<file path="config.mk">
export PLATFORM = sky130hd
export DESIGN_NAME = sensor_command_line_parser
export DESIGN_NICKNAME = d
export VERILOG_FILES = /design/src/hdl/scl_pkg.sv /design/src/hdl/scl_front.sv /design/src/hdl/scl_fifo.sv /design/src/hdl/scl_back.sv /design/src/hdl/sensor_command_line_parser.sv
export SDC_FILE = /design/constraint.sdc
export NUM_CORES = 1
export LEC_CHECK = 0
export BUFFER_PORTS_ARGS = -buffer_cell sky130_fd_sc_hd__buf_2
export CAP_MARGIN = 20
export CORE_ASPECT_RATIO = 0.5
export CORE_MARGIN = 5
export CORE_UTILIZATION = 50
export CTS_CLUSTER_DIAMETER = 120
export DETAILED_ROUTE_END_ITERATION = 10
export PLACE_DENSITY = 0.63
export SYNTH_ARGS = -nofsm -noshare
export SYNTH_HDL_FRONTEND = slang
export SYNTH_SLANG_ARGS = --single-unit
</file>
<file path="constraint.sdc">
create_clock -name clk -period 4.9 [get_ports clk]
set_input_delay 0.98 -clock clk [delete_from_list [all_inputs] [get_ports clk]]
set_output_delay 0.98 -clock clk [all_outputs]
set_load 0.01 [all_outputs]
</file>
<file path="src/hdl/scl_pkg.sv">
// Shared types, constants and command tables for the command line parser.
`timescale 1ns / 1ps
package scl_pkg;

  // Longest line length tracked; the byte count saturates here.
  localparam int MAX_LINE   = 1024;
  localparam int LINE_POS_W = $clog2(MAX_LINE + 1);

  localparam logic [7:0] NEWLINE  = 8'd10;
  localparam logic [7:0] ASCII_0  = "0";
  localparam logic [7:0] LETTER_F = "F";
  localparam logic [7:0] LETTER_C = "C";

  // Byte index where the scale letter sits, and where period digits begin.
  localparam int SCALE_POS  = 6;
  localparam int PERIOD_POS = 7;

  localparam int NUM_CMDS   = 6;
  localparam int CMD_SCALE  = 0;
  localparam int CMD_PERIOD = 1;
  localparam int CMD_STOP   = 2;
  localparam int CMD_START  = 3;
  localparam int CMD_LOG    = 4;
  localparam int CMD_OFF    = 5;

  localparam logic [7:0] CMD_TEXT [NUM_CMDS][8] = '{
    '{"S", "C", "A", "L", "E", "=", 8'd0, 8'd0},
    '{"P", "E", "R", "I", "O", "D", "=", 8'd0},
    '{"S", "T", "O", "P", 8'd0, 8'd0, 8'd0, 8'd0},
    '{"S", "T", "A", "R", "T", 8'd0, 8'd0, 8'd0},
    '{"L", "O", "G", " ", 8'd0, 8'd0, 8'd0, 8'd0},
    '{"O", "F", "F", 8'd0, 8'd0, 8'd0, 8'd0, 8'd0}
  };
  localparam logic [3:0] CMD_LEN [NUM_CMDS] = '{4'd6, 4'd7, 4'd4, 4'd5, 4'd4, 4'd3};
  localparam logic [NUM_CMDS-1:0] CMD_EXACT = 6'b101100;

  // Queue between the byte front end and the settings back end.
  localparam int FIFO_DEPTH = 2;
  localparam int FIFO_PTR_W = $clog2(FIFO_DEPTH);
  localparam int FIFO_CNT_W = $clog2(FIFO_DEPTH + 1);

  localparam int PERIOD_W = 31;

  typedef enum logic [2:0] {
    EV_IGNORED  = 3'd0,
    EV_SCALE    = 3'd1,
    EV_PERIOD   = 3'd2,
    EV_REJECTED = 3'd3,
    EV_STOP     = 3'd4,
    EV_START    = 3'd5,
    EV_LOG      = 3'd6,
    EV_OFF      = 3'd7
  } event_t;

  // One classified line, as handed from the front end to the back end.
  typedef struct packed {
    event_t                ev;
    logic                  celsius;
    logic [PERIOD_W-1:0]   period;
  } line_cmd_t;

endpackage

</file>
<file path="src/hdl/scl_front.sv">
// Byte front end: matches commands byte by byte and classifies each line.
`timescale 1ns / 1ps
module scl_front (
  input  logic              clk,
  input  logic              rst_n,
  input  logic              in_valid,
  output logic              in_ready,
  input  logic [7:0]        in_cmd_byte,
  input  logic              fifo_full,
  output logic              push,
  output scl_pkg::line_cmd_t push_cmd
);
  import scl_pkg::*;

  logic [LINE_POS_W-1:0] pos_r, pos_nxt;
  logic [NUM_CMDS-1:0]   flags_r, flags_nxt;
  logic [7:0]            letter_r, letter_nxt;
  logic [31:0]           acc_r, acc_nxt;
  logic                  halted_r, halted_nxt;

  logic                  accept;
  logic                  is_nl;
  logic [NUM_CMDS-1:0]   matched;
  line_cmd_t             cmd;

  // Halted: swallow everything. Otherwise hold off only when the queue is full.
  assign in_ready = halted_r || !fifo_full;
  assign accept   = in_valid && in_ready && !halted_r;
  assign is_nl    = (in_cmd_byte == NEWLINE);

  always_comb begin
    for (int k = 0; k < NUM_CMDS; k++) begin
      matched[k] = flags_r[k] && (pos_r >= LINE_POS_W'(CMD_LEN[k]));
    end
  end

  // End-of-line classification, first match wins.
  always_comb begin
    cmd.ev      = EV_IGNORED;
    cmd.celsius = 1'b0;
    cmd.period  = acc_r[PERIOD_W-1:0];
    if (matched[CMD_SCALE]) begin
      if (letter_r == LETTER_F) begin
        cmd.ev      = EV_SCALE;
        cmd.celsius = 1'b0;
      end else if (letter_r == LETTER_C) begin
        cmd.ev      = EV_SCALE;
        cmd.celsius = 1'b1;
      end
    end else if (matched[CMD_PERIOD]) begin
      if (acc_r == 32'd0 || acc_r[31]) begin
        cmd.ev = EV_REJECTED;
      end else begin
        cmd.ev = EV_PERIOD;
      end
    end else if (matched[CMD_STOP]) begin
      cmd.ev = EV_STOP;
    end else if (matched[CMD_START]) begin
      cmd.ev = EV_START;
    end else if (matched[CMD_LOG]) begin
      cmd.ev = EV_LOG;
    end else if (matched[CMD_OFF]) begin
      cmd.ev = EV_OFF;
    end
  end

  assign push     = accept && is_nl;
  assign push_cmd = cmd;

  always_comb begin
    pos_nxt    = pos_r;
    flags_nxt  = flags_r;
    letter_nxt = letter_r;
    acc_nxt    = acc_r;
    halted_nxt = halted_r;
    if (accept) begin
      if (is_nl) begin
        pos_nxt    = '0;
        flags_nxt  = '1;
        letter_nxt = '0;
        acc_nxt    = '0;
        if (cmd.ev == EV_OFF) begin
          halted_nxt = 1'b1;
        end
      end else begin
        for (int k = 0; k < NUM_CMDS; k++) begin
          if (flags_r[k]) begin
            if (pos_r < LINE_POS_W'(CMD_LEN[k])) begin
              if (in_cmd_byte != CMD_TEXT[k][pos_r[2:0]]) begin
                flags_nxt[k] = 1'b0;
              end
            end else if (CMD_EXACT[k]) begin
              flags_nxt[k] = 1'b0;
            end
          end
        end
        if (pos_r == LINE_POS_W'(SCALE_POS)) begin
          letter_nxt = in_cmd_byte;
        end
        // acc*10 + byte - '0', wrapping at 32 bits
        if (pos_r >= LINE_POS_W'(PERIOD_POS)) begin
          acc_nxt = (acc_r << 3) + (acc_r << 1) + {24'd0, in_cmd_byte} - {24'd0, ASCII_0};
        end
        if (pos_r < LINE_POS_W'(MAX_LINE)) begin
          pos_nxt = pos_r + LINE_POS_W'(1);
        end
      end
    end
  end

  always_ff @(posedge clk) begin
    if (!rst_n) begin
      pos_r    <= '0;
      flags_r  <= '1;
      letter_r <= '0;
      acc_r    <= '0;
      halted_r <= 1'b0;
    end else begin
      pos_r    <= pos_nxt;
      flags_r  <= flags_nxt;
      letter_r <= letter_nxt;
      acc_r    <= acc_nxt;
      halted_r <= halted_nxt;
    end
  end

endmodule

</file>
<file path="src/hdl/scl_fifo.sv">
// Short queue of classified lines between front end and back end.
`timescale 1ns / 1ps
module scl_fifo (
  input  logic               clk,
  input  logic               rst_n,
  input  logic               push,
  input  scl_pkg::line_cmd_t push_cmd,
  output logic               full,
  input  logic               pop,
  output logic               head_valid,
  output scl_pkg::line_cmd_t head_cmd
);
  import scl_pkg::*;

  line_cmd_t             slot_r [FIFO_DEPTH];
  logic [FIFO_PTR_W-1:0] wr_ptr_r, wr_ptr_nxt;
  logic [FIFO_PTR_W-1:0] rd_ptr_r, rd_ptr_nxt;
  logic [FIFO_CNT_W-1:0] count_r, count_nxt;
  logic                  do_push, do_pop;

  assign full       = (count_r == FIFO_CNT_W'(FIFO_DEPTH));
  assign head_valid = (count_r != '0);
  assign head_cmd   = slot_r[rd_ptr_r];
  assign do_push    = push && !full;
  assign do_pop     = pop && head_valid;

  always_comb begin
    wr_ptr_nxt = wr_ptr_r;
    rd_ptr_nxt = rd_ptr_r;
    count_nxt  = count_r;
    if (do_push) begin
      wr_ptr_nxt = wr_ptr_r + FIFO_PTR_W'(1);
    end
    if (do_pop) begin
      rd_ptr_nxt = rd_ptr_r + FIFO_PTR_W'(1);
    end
    if (do_push && !do_pop) begin
      count_nxt = count_r + FIFO_CNT_W'(1);
    end else if (do_pop && !do_push) begin
      count_nxt = count_r - FIFO_CNT_W'(1);
    end
  end

  always_ff @(posedge clk) begin
    if (!rst_n) begin
      wr_ptr_r <= '0;
      rd_ptr_r <= '0;
      count_r  <= '0;
    end else begin
      wr_ptr_r <= wr_ptr_nxt;
      rd_ptr_r <= rd_ptr_nxt;
      count_r  <= count_nxt;
    end
  end

  always_ff @(posedge clk) begin
    if (do_push) begin
      slot_r[wr_ptr_r] <= push_cmd;
    end
  end

endmodule

</file>
<file path="src/hdl/scl_back.sv">
// Back end: applies each classified line to the settings and registers the result.
`timescale 1ns / 1ps
module scl_back (
  input  logic                          clk,
  input  logic                          rst_n,
  input  logic                          head_valid,
  input  scl_pkg::line_cmd_t            head_cmd,
  output logic                          pop,
  output logic                          out_valid,
  input  logic                          out_ready,
  output logic [2:0]                    out_event_res,
  output logic                          out_scale_celsius,
  output logic [scl_pkg::PERIOD_W-1:0]  out_sample_period,
  output logic                          out_sampling_stopped
);
  import scl_pkg::*;

  logic                celsius_r, celsius_nxt;
  logic [PERIOD_W-1:0] period_r, period_nxt;
  logic                paused_r, paused_nxt;
  logic                out_valid_r, out_valid_nxt;
  event_t              out_ev_r;

  // Take the next line when the output word is empty or leaving this cycle.
  assign pop = head_valid && (!out_valid_r || out_ready);

  always_comb begin
    celsius_nxt = celsius_r;
    period_nxt  = period_r;
    paused_nxt  = paused_r;
    case (head_cmd.ev)
      EV_SCALE:  celsius_nxt = head_cmd.celsius;
      EV_PERIOD: period_nxt  = head_cmd.period;
      EV_STOP:   paused_nxt  = 1'b1;
      EV_START:  paused_nxt  = 1'b0;
      default:   ;
    endcase
  end

  always_comb begin
    out_valid_nxt = out_valid_r;
    if (pop) begin
      out_valid_nxt = 1'b1;
    end else if (out_ready) begin
      out_valid_nxt = 1'b0;
    end
  end

  always_ff @(posedge clk) begin
    if (!rst_n) begin
      celsius_r   <= 1'b0;
      period_r    <= PERIOD_W'(1);
      paused_r    <= 1'b0;
      out_valid_r <= 1'b0;
    end else begin
      out_valid_r <= out_valid_nxt;
      if (pop) begin
        celsius_r <= celsius_nxt;
        period_r  <= period_nxt;
        paused_r  <= paused_nxt;
      end
    end
  end

  always_ff @(posedge clk) begin
    if (pop) begin
      out_ev_r             <= head_cmd.ev;
      out_scale_celsius    <= celsius_nxt;
      out_sample_period    <= period_nxt;
      out_sampling_stopped <= paused_nxt;
    end
  end

  assign out_valid     = out_valid_r;
  assign out_event_res = out_ev_r;

endmodule

</file>
<file path="src/hdl/sensor_command_line_parser.sv">
// Top level of the byte-serial sensor command line parser.
// Throughput: one byte per cycle; any byte waits while the 2-word line queue is full.
// A newline word is queued at the edge that accepts it, then moved into the output
// register once the output word is empty or being taken.
// Reset: synchronous on rst_n low; Fahrenheit, period 1, running, not halted, queue empty.
// After an OFF line every byte is accepted and dropped until reset.
`timescale 1ns / 1ps
module sensor_command_line_parser (
  input  logic                          clk,
  input  logic                          rst_n,
  input  logic                          in_valid,
  output logic                          in_ready,
  input  logic [7:0]                    in_cmd_byte,
  output logic                          out_valid,
  input  logic                          out_ready,
  output logic [2:0]                    out_event_res,
  output logic                          out_scale_celsius,
  output logic [scl_pkg::PERIOD_W-1:0]  out_sample_period,
  output logic                          out_sampling_stopped
);
  import scl_pkg::*;

  // front end -> queue
  logic      push;
  line_cmd_t push_cmd;
  logic      fifo_full;

  // queue -> back end
  logic      pop;
  logic      head_valid;
  line_cmd_t head_cmd;

  // Front end: per-byte prefix matching, scale letter capture, period
  // accumulation; at a newline it resolves the event and queues one word.
  scl_front u_front (
    .clk         (clk),
    .rst_n       (rst_n),
    .in_valid    (in_valid),
    .in_ready    (in_ready),
    .in_cmd_byte (in_cmd_byte),
    .fifo_full   (fifo_full),
    .push        (push),
    .push_cmd    (push_cmd)
  );

  // Decouples byte intake from output stalls.
  scl_fifo u_fifo (
    .clk        (clk),
    .rst_n      (rst_n),
    .push       (push),
    .push_cmd   (push_cmd),
    .full       (fifo_full),
    .pop        (pop),
    .head_valid (head_valid),
    .head_cmd   (head_cmd)
  );

  // Back end: owns scale/period/pause settings and the output register.
  scl_back u_back (
    .clk                  (clk),
    .rst_n                (rst_n),
    .head_valid           (head_valid),
    .head_cmd             (head_cmd),
    .pop                  (pop),
    .out_valid            (out_valid),
    .out_ready            (out_ready),
    .out_event_res        (out_event_res),
    .out_scale_celsius    (out_scale_celsius),
    .out_sample_period    (out_sample_period),
    .out_sampling_stopped (out_sampling_stopped)
  );

endmodule

</file>
# == After elaboration in Yosys (flattened, before gate mapping) ==
# Memories as Yosys holds them, arrays and structs flattened. A register that Yosys moved wholly into a read port is not among the register bits.
# Cells that the tools add are included.
# Widths: inputs -> output; s select.
# classes
n_shift,0
multipliers,0
magnitude_cmp,12
n_div,0
n_mux,58
add_sub_neg,8
n_eq_ne,16
reduce_logical,33
bitwise,1
# ops
cell,n
$mux 8,14
$mux 32,2
$ne 8x8->1,6
$ge 11x3->1 const B,4
$lt 11x3->1 const B,4
$add 32x32->32,1
$add 32x8->32,1
$logic_not 32->1,1
$sub 32x6->32 const B,1
$mux 31,1
$mux 1,27
$mux 11,2
$mux 3,6
$eq 8x7->1 const B,2
$logic_and 1x1->1,14
$reduce_bool 2->1,6
$add 11x1->11 const B,1
$eq 11x3->1 const B,1
$ge 11x2->1 const B,1
$lt 11x11->1 const B,1
$lt 11x2->1 const B,1
$eq 3x3->1 const B,3
$eq 8x4->1 const B,1
$mux 2,4
14 further kinds,23
# totals
n_memories,7
mem_bits_ro,384
elab_cells,151
input_bits,12
reg_bits,132
latch_bits,0
ramBits,70
# memory_table
name,words,word_bits,rd,rd_clocked_by_memory_dff,wr,line_no,text
u_fifo.slot_r,2,35,1,1,1,scl_fifo.sv:15,line_cmd_t slot_r [FIFO_DEPTH];
(name not given),8,8,1,0,0,scl_front.sv:89,if (in_cmd_byte != CMD_TEXT[k][pos_r[2:0]]) begin
(name not given),8,8,1,0,0,scl_front.sv:89,
(name not given),8,8,1,0,0,scl_front.sv:89,
(name not given),8,8,1,0,0,scl_front.sv:89,
(name not given),8,8,1,0,0,scl_front.sv:89,
1 more memories,n/a,n/a,n/a,n/a,n/a,n/a,

# == Logic depth before layout (Yosys ltp) ==
# Gate-level depths: netlist of the first run.
# depth
ltp_word,11
depth_mapped,16

# == Cells and area by module ==
# From an unflattened synthesis of the first run, not the netlist that was laid out.
# unflattened
cells_unflattened,1167
area_unflattened_um2,11818.8
# by_module_without_submodules
module,area_each_um2,n_inst,cells_per_inst
scl_front,6199.7,1,807
scl_back,2859.0,1,226
scl_fifo,2760.1,1,134

# == Worst setup path after synthesis of the first run ==
# No wires, ideal clock.
# synth_timing
path_type,input to register
from,input port in_cmd_byte[4]
to,register u_front.acc_r[31]
setup_time_ns,0.125
arrival_time_ns,4.118
path_slack_ns,0.658
stages,16
required_ns,4.775
path_cell_list,buf_2 inv_1 ha_1 inv_1 fa_1 inv_1 fa_1 nor2b_4 o2111ai_1 a211oi_2 nor3_2 o311ai_2 a31o_2 o31ai_4 xnor2_1 o21ai_1
# synth_between
elab_chain_cells,4
# synth_rtl
item,line_no,text
start: declaration,sensor_command_line_parser.sv:13,"input logic [7:0] in_cmd_byte,"
$add 32x8->32,scl_front.sv:102,"acc_nxt = (acc_r << 3) + (acc_r << 1) + {24'd0, in_cmd_byte} - {24'd0, ASCII_0};"
$sub 32x6->32,scl_front.sv:102,
$mux 32,scl_front.sv:101,if (pos_r >= LINE_POS_W'(PERIOD_POS)) begin
$mux 32,scl_front.sv:77,if (is_nl) begin
end signal: assignment,scl_front.sv:122,acc_r <= acc_nxt;
end: declaration,scl_front.sv:18,"logic [31:0] acc_r, acc_nxt;"
# Several ways; a longest one is shown, not always the timed one. The select of a mux whose other input is x is not followed.
# A chain may end at the register's enable or synchronous reset.

# == Worst setup path in the final report of the first run ==
# layout_timing
from,input port in_cmd_byte[3]
to,register u_front.acc_r[27]
# Same word-level chain as after synthesis.

==> results.json, run 1 <==
{
  "htreeDepth": 1,
  "grt.total_usage_pct": 19.32,
  "final_layout_size_suffix_gt1_share_pct": 10.03,
  "pwr-share-seq_pct": 46.0,
  "synth.distinct_cells": 73,
  "final_cells": 1476,
  "fill_cells": 1908,
  "relSlewSlack_pct": 39.18,
  "synth_seq_cells": 203,
  "yosysSeqAreaShare_pct": 46.34,
  "grt.overflow.total": 0,
  "synthesis.nets": 1237,
  "clockBufferDepth": 3,
  "async_flop_share_pct": 0,
  "fin_crit_sh_pct": 86.19,
  "fmax_mhz": 236.8,
  "grt_max_degree": 63,
  "r2r-start": "u_front.acc_r[2]$_SDFFE_PN0P_",
  "io_pins": 50,
  "port-buffer-count": 49,
  "pre_cts_ws_ps": 269.6,
  "final_area_sq_um": 12180,
  "fin_util_pct": 56.05,
  "antenna_found_initial": 0,
  "finalCriticalPeriod_ps": 4223,
  "syn_avg_cell_area_sq_um": 9.804,
  "hold_path_depth": 2,
  "skew_ps": 11.68,
  "netlist_area_sq_um": 11060,
  "max_slew.worst_pin.slew_ps": 912.2,
  "first_global_vias": 7905,
  "synth_ff_type": "edfxtp_1",
  "setup_tns_ps": 0,
  "post_drt_wl_per_cell_um": 16.25,
  "status": "complete, no violations",
  "crit_type": "in2reg",
  "rsz0062_at_grt": "no",
  "yosys_warnings": 0,
  "root_buffer": "clkbuf_16",
  "tritoncts": "yes",
  "p_sw_uw": 1393,
  "endpoint_kind": "flip-flop",
  "syn_inst": 1128,
  "clkPwrFrac_pct": 31.6,
  "hp-class": "reg2reg",
  "area_growth_pct": 10.13,
  "cp-start-kind": "primary input",
  "grt_pass1_wl_mm": 40.13,
  "vias_per_cell": 5.450,
  "place.gp.congestion": 0.8832,
  "setup_viol": 0,
  "yosysMostFrequentCell": "nand2_1",
  "cts_buffers": 20,
  "cts_sinks": 203,
  "final.setup.worst_slack_ps": 676.8,
  "crit_fanout": 12,
  "clk_latency_ps": 500,
  "yosysTopAreaCell": "edfxtp_1",
  "r2r-end": "u_front.acc_r[27]$_SDFFE_PN0P_",
  "rows": 38,
  "slew_viol_final": 0,
  "power.internal_uw": 3197,
  "final_hold_viol_count": 0,
  "swShare_pct": 30.36,
  "nets": 1271,
  "drt_pass1_iterations": 5,
  "synth_top_area_share_pct": 28.78,
  "die_x_um": 220.3,
  "start_util_pct": 50.90,
  "worstPathRequired_ps": 5250,
  "drt_iter0_markers": 441,
  "cts_resized": 0,
  "antenna_left": 0,
  "chipHeight_um": 115.2,
  "synth_edf_count": 106,
  "placed_area_sq_um": 11570,
  "post-dp-hpwl_mm": 17.19,
  "hold_end": "u_front.flags_r[0]$_SDFFE_PN1P_",
  "dp_cells": 1440,
  "max_cap_violations": 0,
  "core-area_sq_um": 21730,
  "postCtsSetupRepairBufs": 0,
  "wl_mm": 23.98,
  "synthTopCellsByArea": "edfxtp_1, dfxtp_1, ha_1, nand2_1, mux2i_1",
  "hold_buffers": 0,
  "diodes": 0,
  "drc_errors": 0,
  "crit_arrival_ps": 4570,
  "max-vdd-ir-drop_uv": 233.4,
  "min_from": "u_front.flags_r[0]$_SDFFE_PN1P_",
  "synth_common_cells": "nand2_1, edfxtp_1, inv_1",
  "reg2reg_depth": 16,
  "clkTransAtPathRegs_ps": 60,
  "comb_power_share_pct": 22.4,
  "p_leak_uw": 0.004896,
  "die_area_sq_um": 25370,
  "num_vias": 8044,
  "r2r_setup_slack_ps": 1040,
  "power_density_nw_per_um2": 376.9
}
[per-layer routing]
metal / routed length, um / share of wire, % / GRT usage, % / up-vias
met4: 552 / 2.3 / 4.404 / 0
li1: - / - / - / 4038
met1: 11320 / 47 / 26.62 / 3830
met2: 11250 / 47 / 32.57 / 135
met5: 0 / 0 / 0 / -
met3: 854 / 3.6 / 3.026 / 41
[logic make-up after synthesis]
group	count (synthesis)	share of synthesized area (%)
xor gates and xnor gates	52	4.118
muxes	42	3.813
DFF	203	46.34
adders and majority gates	97	11.38
and+or+nand+nor	325	14.03
buffers and inverters	158	5.702
AOI/OAI and AO/OA	251	14.62
[worst max-delay path, cell delays in order]
cell and delay [ps]:
buf_2 220, inv_2 130, fa_1 550, inv_1 40, ha_1 270, ha_1 180
inv_1 60, fa_1 430, nor2b_4 140, o2111ai_1 170, a211oi_2 290, nor2_1 110
o21ai_0 200, a21oi_1 140, o31ai_1 360, xnor2_1 170, o21ai_0 100
[area by class of cell]
cell class                 instances  area [sq um]  share of cell area [%]
clock buffer                      30         569.3                   4.674
clock inverter                     6         42.54                  0.3493
inverter                         107         401.6                   3.298
multi-input combinational        767          5314                   43.63
sequential                       203          5126                   42.09
tap                              300         375.4                   3.082
timing repair buffer              63         350.3                   2.877
[power by group through the flow]
| stage | logic [uW] | registers [uW] | clock network (uW) |
|---|---|---|---|
| 3_3_place_gp | 1020 | 2150 | 0 |
| 3_5_place_dp | 1030 | 2150 | 0 |
| 5_1_grt | 1130 | 2130 | 1580 |
| 2_1_floorplan | 662 | 2200 | 0 |
| 6_report | 1030 | 2110 | 1450 |
| 4_1_cts | 1040 | 2110 | 1490 |
[worst max path at each step]
stage              startpoint                              to  slack [ps]  cells after the start
2_1_floorplan  in_cmd_byte[4]  u_front.acc_r[31]$_SDFFE_PN0P_         660                     16
3_3_place_gp   in_cmd_byte[3]  u_front.acc_r[31]$_SDFFE_PN0P_         310                     17
3_5_place_dp   in_cmd_byte[3]  u_front.acc_r[31]$_SDFFE_PN0P_         270                     17
4_1_cts        in_cmd_byte[3]  u_front.acc_r[27]$_SDFFE_PN0P_         770                     17
5_1_grt        in_cmd_byte[3]  u_front.acc_r[27]$_SDFFE_PN0P_         490                     17
6_report       in_cmd_byte[3]  u_front.acc_r[27]$_SDFFE_PN0P_         680                     17
[sequential cells by signal, summed over array words and instances (netlist names), named ones only]
register / flops
u_fifo.wr_ptr_r: 1
u_back.out_sample_period: 31
u_back.celsius_r: 1
u_front.halted_r: 1
u_back.out_valid: 1
u_fifo.slot_r: 70
u_back.out_event_res: 3
u_fifo.rd_ptr_r: 1
u_back.period_r: 31
u_front.flags_r: 6
u_back.out_scale_celsius: 1
u_back.out_sampling_stopped: 1
u_back.paused_r: 1
u_front.letter_r: 8
u_front.acc_r: 32
u_fifo.count_r: 2
u_front.pos_r: 11
[through the flow]
step | total power (uW) | hold slack [ps]
final | 4590 | 459.7
after floorplan | 2862 | 422.9
after global placement | 3167 | 432.5
after CTS | 4642 | 454.7
after detailed placement | 3181 | 446.6
after global routing | 4840 | 485.9
[cells in the final DEF (no fill, tap or decap), types with 19 or more instances in the layout]
master     netlist  final
nor2_1          44     42
xnor2_1         30     30
clkbuf_16        0     21
nand3_1         24     23
dfxtp_1         97     96
a21oi_1         39     39
edfxtp_1       106    106
xor2_1          22     22
mux2i_1         41     41
nand2_1        151    151
a21o_1          19     19
o21ai_0         81     81
inv_1          103    103
a21boi_0        39     39
nor2b_1         19     19
buf_2            9     49
ha_1            91     91
Power figures use the tool's default switching activity.
==> run 2, diff against run 1 <==
- BUFFER_PORTS_ARGS: -buffer_cell sky130_fd_sc_hd__buf_2 -> default
- CTS_BUF_LIST: default -> sky130_fd_sc_hd__clkbuf_8
- DONT_BUFFER_PORTS: default -> 1
- PLACE_DENSITY: 0.63 -> 0.61
- RECOVER_POWER: default -> 50
==> results.json, run 2 (synthesis results as in run 1) <==
{
  "skew_ps": 14.33,
  "fmax_mhz": 250.7,
  "place.gp.congestion": 0.8712,
  "final_layout_size_suffix_gt1_share_pct": 6.725,
  "power_density_nw_per_um2": 374.2,
  "worstPathRequired_ps": 5330,
  "clkTransAtPathRegs_ps": 70,
  "die_x_um": 220.3,
  "vias_per_cell": 5.468,
  "relSlewSlack_pct": -28.05,
  "post_drt_wl_per_cell_um": 16.41,
  "layout_common_cells": "nand2_1, inv_1, edfxtp_1",
  "grt.total_usage_pct": 19.05,
  "num_vias": 7901,
  "slew_viol_final": 139,
  "post-dp-hpwl_mm": 16.72,
  "grt_pass1_wl_mm": 39.16,
  "cts_sinks": 203,
  "crit_arrival_ps": 4420,
  "nets": 1230,
  "p_leak_uw": 0.004735,
  "slowest_delay_ps": 560,
  "diodes": 0,
  "setup_tns_ps": 0,
  "reg_top3": "u_fifo.slot_r (70), u_front.acc_r (32)",
  "largest_reg_flops": 70,
  "hold_slack_ps": 452.2,
  "postCtsSetupRepairBufs": 0,
  "port-buffer-count": 0,
  "crit_type": "in2reg",
  "tritoncts": "yes",
  "path_depth": 16,
  "max_slew.worst_pin.slew_ps": 1921,
  "worst-path-buf-inv": 3,
  "violations": "capacitance limit, slew limit",
  "setup_viol": 0,
  "rows": 38,
  "area_growth_pct": 7.930,
  "top_register": "u_fifo.slot_r",
  "antenna_left": 0,
  "drt_pass1_iterations": 5,
  "final_hold_viol_count": 0,
  "hp-class": "reg2reg",
  "clk_latency_ps": 570,
  "rsz0062_at_grt": "no",
  "crit_fanout": 12,
  "fin_crit_sh_pct": 81.42,
  "slowest_stage": "fa_1",
  "max-vdd-ir-drop_uv": 314.8,
  "endpoint_kind": "flip-flop",
  "reg2reg_depth": 16,
  "r2r-start": "u_front.acc_r[0]$_SDFFE_PN0P_",
  "min_from": "u_front.flags_r[1]$_SDFFE_PN1P_",
  "worstPathCellList": "inv_1 -> fa_1 -> inv_1 -> ha_1 -> ha_1 -> inv_1 -> fa_1 -> nor2b_4 -> o2111ai_1 -> a211oi_2 -> nor3_2 -> o311ai_2 -> a31o_2 -> o31ai_4 -> xnor2_1 -> o21ai_1",
  "io_pins": 50,
  "path_common_cell": "inv_1",
  "grt_max_degree": 70,
  "status": "finished with violations",
  "max_cap_violations": 3,
  "grt.overflow.total": 0,
  "die_area_sq_um": 25370,
  "final_common_cell": "nand2_1",
  "start_util_pct": 50.90,
  "cp-start-kind": "primary input",
  "drt_iter0_markers": 439,
  "clockBufferDepth": 3,
  "crit_path_start": "in_cmd_byte[3]",
  "antenna_found_initial": 0,
  "fill_cells": 1949,
  "hold_buffers": 0,
  "first_global_vias": 7660,
  "cts_buffers": 30,
  "path_delay_family": "adder cells",
  "htreeDepth": 1,
  "drc_errors": 0,
  "wl_mm": 23.72,
  "hold_path_depth": 2,
  "cts_resized": 0,
  "root_buffer": "clkbuf_8",
  "chipHeight_um": 115.2,
  "core-area_sq_um": 21730,
  "finalCriticalPeriod_ps": 3989
}
run 2: changes by cell type in the layout (fill, tap and decap cells not counted), moves of 3 or more:
cell	change
clkbuf_16	-21
inv_1	+8
clkinv_2	+5
clkbuf_8	+34
and2_1	-3
clkbuf_1	-6
and2_0	+3
buf_2	-49
buf_4	-5
run 2: final timing paths:
kind                                     endpoint  slack (ps)
setup / recovery   u_front.acc_r[31]$_SDFFE_PN0P_         910
hold / removal    u_front.flags_r[1]$_SDFFE_PN1P_         450
setup reg to reg   u_front.acc_r[31]$_SDFFE_PN0P_         960
hold reg to reg   u_front.flags_r[1]$_SDFFE_PN1P_         450
run 2: metal layers:
| metal | wire, um | up-vias | track usage, % | share of wire (%) |
|---|---|---|---|---|
| met2 | 11280 | 130 | 32.82 | 48 |
| met1 | 11120 | 3791 | 25.52 | 47 |
| met5 | 0 | - | 0 | 0 |
| li1 | - | 3949 | - | - |
| met4 | 340 | 0 | 3.241 | 1.4 |
| met3 | 986 | 31 | 3.894 | 4.2 |
run 2: stage by stage:
step	util (%)	setup slack, ps	total power (uW)	instance area (sq um)	cells
floorplan	-	657.6	2862	11060	1128
global placement	51.99	480.1	3073	11300	1387
detailed placement	51.99	435.0	3092	11300	1387
CTS	54.92	977.3	4529	11930	1443
global route	54.93	683.3	4715	11940	1445
finish	54.93	910.6	4466	11940	1445
run 2: tightest hold or removal path, cell delays in order, from the launching register on:
cell and delay (ps):
dfxtp_1 310, nand2_1 50, nand2_1 50
run 2: cell type report:
class	instances	area [sq um]	area share, %
timing repair buffer	12	95.09	0.7966
tap	300	375.4	3.145
multi-input combinational	767	5303	44.42
inverter	107	401.6	3.365
clock buffer	35	481.7	4.036
clock inverter	21	155.1	1.300
sequential	203	5125	42.94
run 2: where the power goes:
| group | switching (uW) | total [uW] | internal [uW] |
|---|---|---|---|
| sequential | 177 | 2220 | 2040 |
| clock | 664 | 1430 | 764 |
| combinational | 546 | 821 | 275 |
